[config.mk]
export PLATFORM = sky130hd
export DESIGN_NAME = terminal_key_escape_encoder_core
export DESIGN_NICKNAME = d
export VERILOG_FILES = /design/src/sv/tkee_pkg.sv /design/src/sv/tkee_front.sv /design/src/sv/tkee_queue.sv /design/src/sv/tkee_back.sv /design/src/sv/terminal_key_escape_encoder_core.sv
export VERILOG_INCLUDE_DIRS = /design/src /design/src/sv
export SDC_FILE = /design/constraint.sdc
export NUM_CORES = 1
export LEC_CHECK = 0
export BUFFER_PORTS_ARGS = -buffer_cell sky130_fd_sc_hd__buf_2
export CAP_MARGIN = 20
export CORE_ASPECT_RATIO = 1.25
export CORE_UTILIZATION = 45
export CTS_BUF_LIST = sky130_fd_sc_hd__clkbuf_4 sky130_fd_sc_hd__clkbuf_8 sky130_fd_sc_hd__clkbuf_16
export DETAILED_ROUTE_END_ITERATION = 10
export GPL_TIMING_DRIVEN = 0
export SLEW_MARGIN = 20
export SYNTH_ARGS = -nofsm -noshare
export SYNTH_HDL_FRONTEND = slang
export SYNTH_SLANG_ARGS = --single-unit
[constraint.sdc]
create_clock -name clock -period 10.36 [get_ports clock]
set_input_delay 0.518 -clock clock [delete_from_list [all_inputs] [get_ports clock]]
set_output_delay 0.518 -clock clock [all_outputs]
set_load 0.03 [all_outputs]
[src/sv/terminal_key_escape_encoder_core_assert.svh]
// Assertion macros shared by the key escape encoder modules.
`ifndef TERMINAL_KEY_ESCAPE_ENCODER_CORE_ASSERT_SVH
`define TERMINAL_KEY_ESCAPE_ENCODER_CORE_ASSERT_SVH

`ifndef SYNTHESIS

// Check a condition at every clock edge outside reset.
`define TKEE_ASSERT_ALWAYS(label, clk, rst, cond, msg) \
   label: assert property (@(posedge clk) disable iff (rst) (cond)) else $error(msg);

// Check that a condition implies another in the same cycle.
`define TKEE_ASSERT_IMPLIES(label, clk, rst, ante, cons, msg) \
   label: assert property (@(posedge clk) disable iff (rst) (ante) |-> (cons)) else $error(msg);

// Check that a condition implies another in the next cycle.
`define TKEE_ASSERT_NEXT(label, clk, rst, ante, cons, msg) \
   label: assert property (@(posedge clk) disable iff (rst) (ante) |=> (cons)) else $error(msg);

`else

`define TKEE_ASSERT_ALWAYS(label, clk, rst, cond, msg)
`define TKEE_ASSERT_IMPLIES(label, clk, rst, ante, cons, msg)
`define TKEE_ASSERT_NEXT(label, clk, rst, ante, cons, msg)

`endif

`endif

[src/sv/tkee_pkg.sv]
// Shared types, key codes, characters and lookup functions of the key escape encoder.
`timescale 1ns / 1ps

package tkee_pkg;

   localparam int SEQ_MAX   = 7;
   localparam int LEN_W     = 3;
   localparam int Q_DEPTH   = 2;

   // Key codes that open a class of keys, single keys, and the first unassigned code
   localparam logic [4:0] KEY_INSERT = 5'd6;
   localparam logic [4:0] KEY_RETURN = 5'd10;
   localparam logic [4:0] KEY_TAB    = 5'd11;
   localparam logic [4:0] KEY_BKSP   = 5'd12;
   localparam logic [4:0] KEY_F1     = 5'd14;
   localparam logic [4:0] KEY_F5     = 5'd18;
   localparam logic [4:0] KEY_LIMIT  = 5'd26;

   localparam logic [7:0] CHAR_ESC   = 8'h1B;
   localparam logic [7:0] CHAR_LBRK  = 8'h5B;
   localparam logic [7:0] CHAR_SS3   = 8'h4F;
   localparam logic [7:0] CHAR_SEMI  = 8'h3B;
   localparam logic [7:0] CHAR_TILDE = 8'h7E;
   localparam logic [7:0] CHAR_ONE   = 8'h31;
   localparam logic [7:0] CHAR_Z     = 8'h5A;
   localparam logic [7:0] CHAR_P     = 8'h50;
   localparam logic [7:0] CHAR_CR    = 8'h0D;
   localparam logic [7:0] CHAR_HT    = 8'h09;
   localparam logic [7:0] CHAR_DEL   = 8'h7F;
   localparam logic [7:0] CHAR_BS    = 8'h08;
   localparam logic [7:0] CHAR_NONE  = 8'h00;

   // One encoded key: bytes in send order from index 0, and the count
   typedef struct packed {
      logic [SEQ_MAX-1:0][7:0] bytes;
      logic [LEN_W-1:0]        len;
   } tkee_seq_type;

   // Final character of the cursor keys, Home and End
   function automatic logic [7:0] cursor_final(input logic [2:0] idx);
      logic [7:0] ch;
      unique case (idx)
         3'd0:    ch = 8'h41;  // A
         3'd1:    ch = 8'h42;  // B
         3'd2:    ch = 8'h43;  // C
         3'd3:    ch = 8'h44;  // D
         3'd4:    ch = 8'h48;  // H
         3'd5:    ch = 8'h46;  // F
         default: ch = 8'h41;
      endcase
      return ch;
   endfunction

   // Number of a tilde key as {tens char or CHAR_NONE, ones char}
   function automatic logic [15:0] tilde_chars(input logic [4:0] key);
      logic [15:0] ch;
      unique case (key)
         5'd6:    ch = {CHAR_NONE, 8'h32};
         5'd7:    ch = {CHAR_NONE, 8'h33};
         5'd8:    ch = {CHAR_NONE, 8'h35};
         5'd9:    ch = {CHAR_NONE, 8'h36};
         5'd18:   ch = {8'h31, 8'h35};
         5'd19:   ch = {8'h31, 8'h37};
         5'd20:   ch = {8'h31, 8'h38};
         5'd21:   ch = {8'h31, 8'h39};
         5'd22:   ch = {8'h32, 8'h30};
         5'd23:   ch = {8'h32, 8'h31};
         5'd24:   ch = {8'h32, 8'h33};
         5'd25:   ch = {8'h32, 8'h34};
         default: ch = {CHAR_NONE, 8'h30};
      endcase
      return ch;
   endfunction

endpackage

[src/sv/tkee_front.sv]
// Front end: holds the cursor mode register and turns a key word into its byte sequence.
`timescale 1ns / 1ps

module tkee_front (
   input  logic                  clock,
   input  logic                  reset,
   input  logic                  csr_wr_en,
   input  logic                  csr_wr_data,
   input  logic [4:0]            key_code,
   input  logic                  shift_held,
   input  logic                  alt_held,
   input  logic                  ctrl_held,
   output tkee_pkg::tkee_seq_type seq
);

   logic        app_cursor_ff;
   logic        app_cursor_in;
   logic        mod;
   logic [7:0]  m_char;
   logic [7:0]  fin;
   logic [15:0] tchars;
   logic [2:0]  k;
   logic [4:0]  pf_off;

   assign app_cursor_in = csr_wr_en ? csr_wr_data : app_cursor_ff;

   always_ff @(posedge clock) begin
      if (reset) begin
         app_cursor_ff <= 1'b0;
      end else begin
         app_cursor_ff <= app_cursor_in;
      end
   end

   assign mod    = shift_held | alt_held | ctrl_held;
   assign m_char = tkee_pkg::CHAR_ONE + {5'd0, ctrl_held, alt_held, shift_held};
   assign pf_off = key_code - tkee_pkg::KEY_F1;
   assign tchars = tkee_pkg::tilde_chars(key_code);

   always_comb begin
      seq = '0;
      k   = 3'd2;
      fin = tkee_pkg::cursor_final(key_code[2:0]);
      if (key_code >= tkee_pkg::KEY_F1 && key_code < tkee_pkg::KEY_F5) begin
         fin = tkee_pkg::CHAR_P + {6'd0, pf_off[1:0]};
      end

      if (key_code < tkee_pkg::KEY_INSERT ||
          (key_code >= tkee_pkg::KEY_F1 && key_code < tkee_pkg::KEY_F5)) begin
         seq.bytes[0] = tkee_pkg::CHAR_ESC;
         if (mod) begin
            seq.bytes[1] = tkee_pkg::CHAR_LBRK;
            seq.bytes[2] = tkee_pkg::CHAR_ONE;
            seq.bytes[3] = tkee_pkg::CHAR_SEMI;
            seq.bytes[4] = m_char;
            seq.bytes[5] = fin;
            seq.len      = 3'd6;
         end else begin
            // function keys always use SS3; cursor keys follow the mode
            seq.bytes[1] = (app_cursor_ff || key_code >= tkee_pkg::KEY_F1) ?
                           tkee_pkg::CHAR_SS3 : tkee_pkg::CHAR_LBRK;
            seq.bytes[2] = fin;
            seq.len      = 3'd3;
         end
      end else if (key_code < tkee_pkg::KEY_RETURN ||
                   (key_code >= tkee_pkg::KEY_F5 && key_code < tkee_pkg::KEY_LIMIT)) begin
         seq.bytes[0] = tkee_pkg::CHAR_ESC;
         seq.bytes[1] = tkee_pkg::CHAR_LBRK;
         if (tchars[15:8] != tkee_pkg::CHAR_NONE) begin
            seq.bytes[2] = tchars[15:8];
            seq.bytes[3] = tchars[7:0];
            k            = 3'd4;
         end else begin
            seq.bytes[2] = tchars[7:0];
            k            = 3'd3;
         end
         if (mod) begin
            seq.bytes[k]        = tkee_pkg::CHAR_SEMI;
            seq.bytes[k + 3'd1] = m_char;
            seq.bytes[k + 3'd2] = tkee_pkg::CHAR_TILDE;
            seq.len             = k + 3'd3;
         end else begin
            seq.bytes[k] = tkee_pkg::CHAR_TILDE;
            seq.len      = k + 3'd1;
         end
      end else if (key_code < tkee_pkg::KEY_F1) begin
         if (key_code == tkee_pkg::KEY_TAB && shift_held) begin
            seq.bytes[0] = tkee_pkg::CHAR_ESC;
            seq.bytes[1] = tkee_pkg::CHAR_LBRK;
            seq.bytes[2] = tkee_pkg::CHAR_Z;
            seq.len      = 3'd3;
         end else begin
            if (key_code == tkee_pkg::KEY_RETURN) begin
               fin = tkee_pkg::CHAR_CR;
            end else if (key_code == tkee_pkg::KEY_TAB) begin
               fin = tkee_pkg::CHAR_HT;
            end else if (key_code == tkee_pkg::KEY_BKSP) begin
               fin = ctrl_held ? tkee_pkg::CHAR_BS : tkee_pkg::CHAR_DEL;
            end else begin
               fin = tkee_pkg::CHAR_ESC;
            end
            if (alt_held) begin
               seq.bytes[0] = tkee_pkg::CHAR_ESC;
               seq.bytes[1] = fin;
               seq.len      = 3'd2;
            end else begin
               seq.bytes[0] = fin;
               seq.len      = 3'd1;
            end
         end
      end
      // unassigned codes leave a zero length and are dropped
   end

endmodule

[src/sv/tkee_queue.sv]
// Two-entry queue of encoded sequences between the front and back ends.
`timescale 1ns / 1ps

`include "terminal_key_escape_encoder_core_assert.svh"

module tkee_queue (
   input  logic                   clock,
   input  logic                   reset,
   input  logic                   push_valid,
   output logic                   push_ready,
   input  tkee_pkg::tkee_seq_type push_data,
   output logic                   pop_valid,
   input  logic                   pop_ready,
   output tkee_pkg::tkee_seq_type pop_data
);

   tkee_pkg::tkee_seq_type mem [tkee_pkg::Q_DEPTH];

   logic       wr_ptr_ff, wr_ptr_in;
   logic       rd_ptr_ff, rd_ptr_in;
   logic [1:0] count_ff, count_in;
   logic       push;
   logic       pop;

   assign push_ready = count_ff != 2'(tkee_pkg::Q_DEPTH);
   assign pop_valid  = count_ff != 2'd0;
   assign push       = push_valid && push_ready;
   assign pop        = pop_valid && pop_ready;
   assign pop_data   = mem[rd_ptr_ff];

   assign wr_ptr_in = push ? ~wr_ptr_ff : wr_ptr_ff;
   assign rd_ptr_in = pop ? ~rd_ptr_ff : rd_ptr_ff;
   assign count_in  = count_ff + {1'b0, push} - {1'b0, pop};

   always_ff @(posedge clock) begin
      if (reset) begin
         wr_ptr_ff <= 1'b0;
         rd_ptr_ff <= 1'b0;
         count_ff  <= 2'd0;
      end else begin
         wr_ptr_ff <= wr_ptr_in;
         rd_ptr_ff <= rd_ptr_in;
         count_ff  <= count_in;
      end
   end

   always_ff @(posedge clock) begin
      if (push) begin
         mem[wr_ptr_ff] <= push_data;
      end
   end

   `TKEE_ASSERT_ALWAYS(a_count_bound, clock, reset, count_ff <= 2'(tkee_pkg::Q_DEPTH), "queue count over depth")
   `TKEE_ASSERT_IMPLIES(a_push_nonempty, clock, reset, push, push_data.len != 3'd0, "empty sequence queued")

endmodule

[src/sv/tkee_back.sv]
// Back end: sends the current sequence one byte per word through an output register.
`timescale 1ns / 1ps

`include "terminal_key_escape_encoder_core_assert.svh"

module tkee_back (
   input  logic                   clock,
   input  logic                   reset,
   input  logic                   seq_valid,
   output logic                   seq_ready,
   input  tkee_pkg::tkee_seq_type seq_data,
   output logic                   out_valid,
   input  logic                   out_ready,
   output logic [7:0]             out_byte,
   output logic                   out_last
);

   tkee_pkg::tkee_seq_type cur_ff, cur_in;
   logic                   cur_valid_ff, cur_valid_in;
   logic [2:0]             pos_ff, pos_in;
   logic                   out_valid_ff, out_valid_in;
   logic [7:0]             out_byte_ff, out_byte_in;
   logic                   out_last_ff, out_last_in;
   logic                   adv;
   logic                   load_byte;
   logic                   is_last;

   assign adv       = !out_valid_ff || out_ready;
   assign load_byte = adv && cur_valid_ff;
   assign is_last   = pos_ff == cur_ff.len - 3'd1;
   assign seq_ready = !cur_valid_ff || (load_byte && is_last);

   always_comb begin
      out_valid_in = adv ? cur_valid_ff : out_valid_ff;
      out_byte_in  = out_byte_ff;
      out_last_in  = out_last_ff;
      if (load_byte) begin
         out_byte_in = cur_ff.bytes[pos_ff];
         out_last_in = is_last;
      end

      cur_in       = cur_ff;
      cur_valid_in = cur_valid_ff;
      pos_in       = pos_ff;
      if (seq_ready) begin
         cur_in       = seq_data;
         cur_valid_in = seq_valid;
         pos_in       = 3'd0;
      end else if (load_byte) begin
         pos_in = pos_ff + 3'd1;
      end
   end

   always_ff @(posedge clock) begin
      if (reset) begin
         cur_valid_ff <= 1'b0;
         pos_ff       <= 3'd0;
         out_valid_ff <= 1'b0;
      end else begin
         cur_valid_ff <= cur_valid_in;
         pos_ff       <= pos_in;
         out_valid_ff <= out_valid_in;
      end
   end

   always_ff @(posedge clock) begin
      cur_ff      <= cur_in;
      out_byte_ff <= out_byte_in;
      out_last_ff <= out_last_in;
   end

   assign out_valid = out_valid_ff;
   assign out_byte  = out_byte_ff;
   assign out_last  = out_last_ff;

   `TKEE_ASSERT_IMPLIES(a_pos_in_range, clock, reset, cur_valid_ff, pos_ff < cur_ff.len, "byte position past sequence end")
   `TKEE_ASSERT_NEXT(a_drain_idle, clock, reset, out_valid_ff && out_ready && !cur_valid_ff, !out_valid_ff, "word sent with no sequence behind it")

endmodule

[src/sv/terminal_key_escape_encoder_core.sv]
// Top level of the terminal key escape encoder: ports, front end, queue and back end.
`timescale 1ns / 1ps

// Takes one key press per req word (key code plus shift, alt and ctrl) and
// sends the terminal escape sequence for it on the rsp channel, one byte per
// word, with tlast on the final byte. Cursor keys, Home and End give
// ESC [ 1 ; m final when a modifier is held, else ESC O final in application
// cursor mode or ESC [ final; F1 to F4 give ESC O P..S or the modified CSI
// form; Insert, Delete, page keys and F5 to F12 give ESC [ n ~ or
// ESC [ n ; m ~; Return, Tab, Backspace and Escape take an ESC prefix with
// alt, and shift with Tab gives ESC [ Z. The modifier digit m is
// 1 + shift + 2*alt + 4*ctrl. Key codes 26 to 31 are accepted and produce no
// words. Timing: the front end encodes a key in the cycle it is accepted and
// writes it to a two-entry queue; the back end emits one byte per cycle while
// rsp_tready is high, 1 to 7 bytes per key, and sequences follow one another
// with no gap. The first byte of a key passes through the queue, the back
// end's current-sequence register and the output register. req_tready drops
// only while the queue holds two keys, which happens when keys arrive faster
// than their bytes drain. Write csr_wr_en/csr_wr_data (application cursor
// mode) only while no key is in flight.
module terminal_key_escape_encoder_core (
   input  logic       clock,
   input  logic       reset,
   // configuration
   input  logic       csr_wr_en,
   input  logic       csr_wr_data,   // app_cursor_mode
   // key words
   input  logic       req_tvalid,
   output logic       req_tready,
   input  logic [7:0] req_tdata,     // [4:0] key_code, [5] shift_held,
                                     // [6] alt_held, [7] ctrl_held
   // sequence bytes
   output logic       rsp_tvalid,
   input  logic       rsp_tready,
   output logic [7:0] rsp_tdata,     // [7:0] out_byte
   output logic       rsp_tlast      // last_byte
);

   tkee_pkg::tkee_seq_type enc_seq;
   tkee_pkg::tkee_seq_type q_seq;
   logic                   q_push_ready;
   logic                   q_pop_valid;
   logic                   q_pop_ready;
   logic                   push_valid;

   // Encode in the front end; words that map to nothing are accepted and dropped
   tkee_front u_front (
      .clock       (clock),
      .reset       (reset),
      .csr_wr_en   (csr_wr_en),
      .csr_wr_data (csr_wr_data),
      .key_code    (req_tdata[4:0]),
      .shift_held  (req_tdata[5]),
      .alt_held    (req_tdata[6]),
      .ctrl_held   (req_tdata[7]),
      .seq         (enc_seq)
   );

   assign req_tready = q_push_ready;
   assign push_valid = req_tvalid && (enc_seq.len != 3'd0);

   // Hold encoded keys so the front keeps accepting while bytes drain
   tkee_queue u_queue (
      .clock      (clock),
      .reset      (reset),
      .push_valid (push_valid),
      .push_ready (q_push_ready),
      .push_data  (enc_seq),
      .pop_valid  (q_pop_valid),
      .pop_ready  (q_pop_ready),
      .pop_data   (q_seq)
   );

   // Serialize one sequence at a time through the output register
   tkee_back u_back (
      .clock     (clock),
      .reset     (reset),
      .seq_valid (q_pop_valid),
      .seq_ready (q_pop_ready),
      .seq_data  (q_seq),
      .out_valid (rsp_tvalid),
      .out_ready (rsp_tready),
      .out_byte  (rsp_tdata),
      .out_last  (rsp_tlast)
   );

endmodule

==> summary.txt <==
Run status
  • Status: complete, no violations

Logic synthesis
  • Mapped cell area: 6440 um^2
  • Sequential share of the synthesized area: 0.642
  • Yosys cell types: 67
  • Synthesized net count: 475
  • Synthesis-stage register bit count: 141
  • Synth Flop Type: edfxtp_1
  • Synth warn: 0
  • Synthesized area per cell: 14.3 um^2
  • Yosys top cell area share: 0.611
  • Top area cells in the synthesized netlist: edfxtp_1 (61%), mux2_2 (7.9%), dfxtp_1 (3.1%), mux4_2 (2.4%), ha_1 (2.1%)
  • EDFF count, synth: 131
  • Cells after synthesis: 450
  • Post-synth top area cell: edfxtp_1
  • Asr flop ratio synth: 0

STA
  • Hold Vio Cnt, Final: 0
  • Max-slew violations: 0
  • Setup TNS: 0 ns
  • Slew HR: 0.436
  • Worst setup margin: 7.28 ns
  • Crit share post-route: 0.297
  • Max Fclk: 325 MHz
  • Setup-failing EPs final: 0
  • RSZ-0062 raised after global routing: no
  • Worst-Margin Slew: ~0.85 ns
  • Final Skew: 0.00704 ns
  • Crit path time final: approximately 3.1 ns

Global route
  • Initial antenna violation count: 0
  • Met1 Use GR: 0.253
  • Vias in the first global route: approximately 4,000
  • Gr busiest metal: met2
  • GRT Util Overall: 0.209
  • GRT met2 Usage: 0.360
  • Largest net degree at the start of global routing: 34
  • Overflow after GRT: 0
  • Met3 usage: 0.0418
  • First-pass GRT wire length: approximately 22 mm

Die
  • IO Count: 25
  • Die Wd: 109 um
  • Chip height: 136 um
  • Placeable Area: 13,900 um^2
  • Die area: 14,800 um^2
  • Site Rows: 48
  • Initial Util: 0.464

Placed design
  • PortBufs: 22
  • Routability cong.: 0.923
  • Instance area at placement: slightly below 7000 um^2
  • Dpl ws: 6.88 ns
  • Post-DP HPWL: 10.3 mm

Route
  • Vias per inst: ~5.8
  • Residual DRC: 0
  • Antenna Nets Post-Route: 0
  • Wire length per cell: 20.9 um
  • DRT iter0 DRCs: 234
  • Routed wire length: 14.3 mm
  • TritonRoute pass-1 iters: 5
  • DR vias: 3,982

Critical path
  • Critical Path Source Type: input port
  • R2R cell count: 10
  • Cell family with most CP delay: buffers and inverters
  • Max incr delay on CP: 0.40 ns
  • Critical Path RT: between 10 and 15 ns
  • Crit path max fanout: 11
  • Crit path DAT: 3.37 ns
  • R2r setup slk: about 7.7 ns
  • Critical path class: in2reg
  • Buf+Inv Stages, Crit Path: 7
  • Critical Path Start: req_tdata[1]
  • R2r endpoint: u_queue.count_ff[1]$_SDFF_PP0_
  • Crit path capture type: register
  • Slowest stage cell, crit path: clkbuf_1
  • Crit-path cells: buf_2 -> clkbuf_1 -> inv_1 -> ha_1 -> inv_1 -> and3_1 -> clkbuf_1 -> inv_1 -> nand3_1 -> inv_1 -> ha_1 -> xor2_1 -> xnor2_1 -> nor2_1
  • Reg2reg start: u_back.pos_ff[1]$_SDFFE_PP0P_
  • Most used cell, CP: inv_1

Final layout
  • FILL cells: 1,140
  • Register area: approximately 4100 um^2
  • Design area: 7470 um^2
  • Synthesis-to-finish area growth: 16.0%
  • Layout cell share with drive strength beyond 1: 0.257
  • Area of the multi-input gates: around 2100 um^2
  • NumNets Final: ~520
  • Diodes inserted: 0

Clock network
  • CTS Hold Bufs: 0
  • Total CTS buffers: 17
  • Clk slew on worst S/H paths: around 0.06 ns
  • CTS Buffer Depth: 2
  • Post-cts resize count: 0
  • H-tree levels: 4
  • Setup bufs post-CTS: 0
  • Worst-skew pair later-pin latency: around 0.41 ns
  • Clock sink count: between 100 and 150
  • Clock root buffer: clkbuf_16
  • CTS tree: built

Run
  • Max_cap viols: 0

Power and ir drop
  • Worst vdd ir: roughly 0.18 mV
  • Pwr per Cell Area: 250 nW/um^2
  • Leak: 0.00263 uW

Hold path
  • WHS Path Cells: 3
  • Worst hold path startpoint: csr_wr_data
  • Hold worst-path end: u_front.app_cursor_ff$_SDFFE_PP0P_
  • Worst Hold Class: in2reg
flip-flops by register name, summed over array words and instances, names as in the netlist:
signal                 count
u_back.pos_ff              3
u_queue.wr_ptr_ff          1
u_queue.rd_ptr_ff          1
u_back.cur_valid_ff        1
u_front.app_cursor_ff      1
u_back.out_byte            7
u_queue.mem               82
u_back.out_last            1
u_queue.count_ff           2
u_back.out_valid           1
u_back.cur_ff             41
power breakdown:
part           internal, uW  switching [uW]
logic                   179             260
clock network           313             245
registers               824            43.7
worst reg2reg max path, cell delays in order (launching register included):
cell	delay, ns
dfxtp_1	0.35
clkbuf_1	0.48
xor2_1	0.23
a41o_2	0.39
nor2b_1	0.27
ha_1	0.27
inv_1	0.05
ha_1	0.14
xor2_1	0.18
xnor2_1	0.13
nor2_1	0.05
how the worst max path moves through the flow:
| stage | endpoint | slack [ns] | depth (start not counted) |
|---|---|---|---|
| 2_1_floorplan | u_queue.mem[0][0]$_DFFE_PP_ | 6.56 | 9 |
| 3_3_place_gp | u_queue.mem[0][19]$_DFFE_PP_ | 4.83 | 10 |
| 3_5_place_dp | u_queue.count_ff[1]$_SDFF_PP0_ | 6.88 | 14 |
| 4_1_cts | u_queue.count_ff[1]$_SDFF_PP0_ | 7.33 | 14 |
| 5_1_grt | u_queue.count_ff[1]$_SDFF_PP0_ | 7.13 | 14 |
| 6_report | u_queue.count_ff[1]$_SDFF_PP0_ | 7.28 | 14 |
per-layer routing:
metal	vias up	routed length, um
met1	2001	5840
met3	26	514
met2	122	7540
li1	1833	-
met4	0	397
met5	-	0
metrics by stage:
step / hold WS [ns] / instances / utilization / total power [uW]
after floorplan: 0.452 / 450 / - / 1170
after global placement: 0.494 / 647 / 0.488 / 1290
after detailed placement: 0.499 / 652 / 0.498 / 1330
after CTS: 0.318 / 684 / 0.539 / 1880
after global routing: 0.330 / 684 / 0.539 / 1950
final: 0.340 / 684 / 0.539 / 1870
layout make-up:
| cell class | instances | area share |
|---|---|---|
| clock buffers | 17 | 0.0569 |
| flip-flops and latches | 141 | 0.553 |
| multi-input cells | 267 | 0.287 |
| clock inverters | 15 | 0.0174 |
| repair buffers | 27 | 0.0322 |
| plain buffers | 28 | 0.0164 |
| inverters | 14 | 0.00703 |
| well taps | 175 | 0.0293 |
placed cells by master (no fill, tap or decap), types with 5 or more instances in the layout:
cell,count
edfxtp_1,131
mux2_2,45
buf_2,30
nor2_1,25
nand2_1,21
clkbuf_1,17
a21oi_1,17
clkbuf_16,17
inv_1,14
o21ai_0,13
ha_1,11
nand2b_1,10
o211ai_1,10
dfxtp_1,10
nor2b_1,8
nand3_1,8
mux4_2,7
xor2_1,7
o21a_1,6
mux2i_1,6
clkinv_4,6
and3_1,5
nor3_1,5
inv_6,5
kinds of logic (layout without fill, tap and decap cells):
logic type      count (synthesis)  in the layout  synth area share
compound gates                 76             76            0.0847
xor+xnor                       10             10            0.0157
fa+ha+maj                      11             11            0.0214
buf+inv                        42            101            0.0272
flops                         141            141             0.642
mux                            58             58             0.112
other cells                     1              1          0.000582
simple gates                  111            111            0.0960
Yosys cell counts (all sizes together), types with 4 or more instances:
cell type  number
a21oi          17
and3            5
buf            11
clkbuf         17
dfxtp          10
edfxtp        131
ha             11
inv            14
mux2           45
mux2i           6
mux4            7
nand2          21
nand2b         11
nand3           8
nand3b          5
nand4           4
nor2           27
nor2b           8
nor3            5
o211ai         10
o21a            6
o21ai          13
xor2            7
No activity file was read; power rests on OpenSTA's default activity.
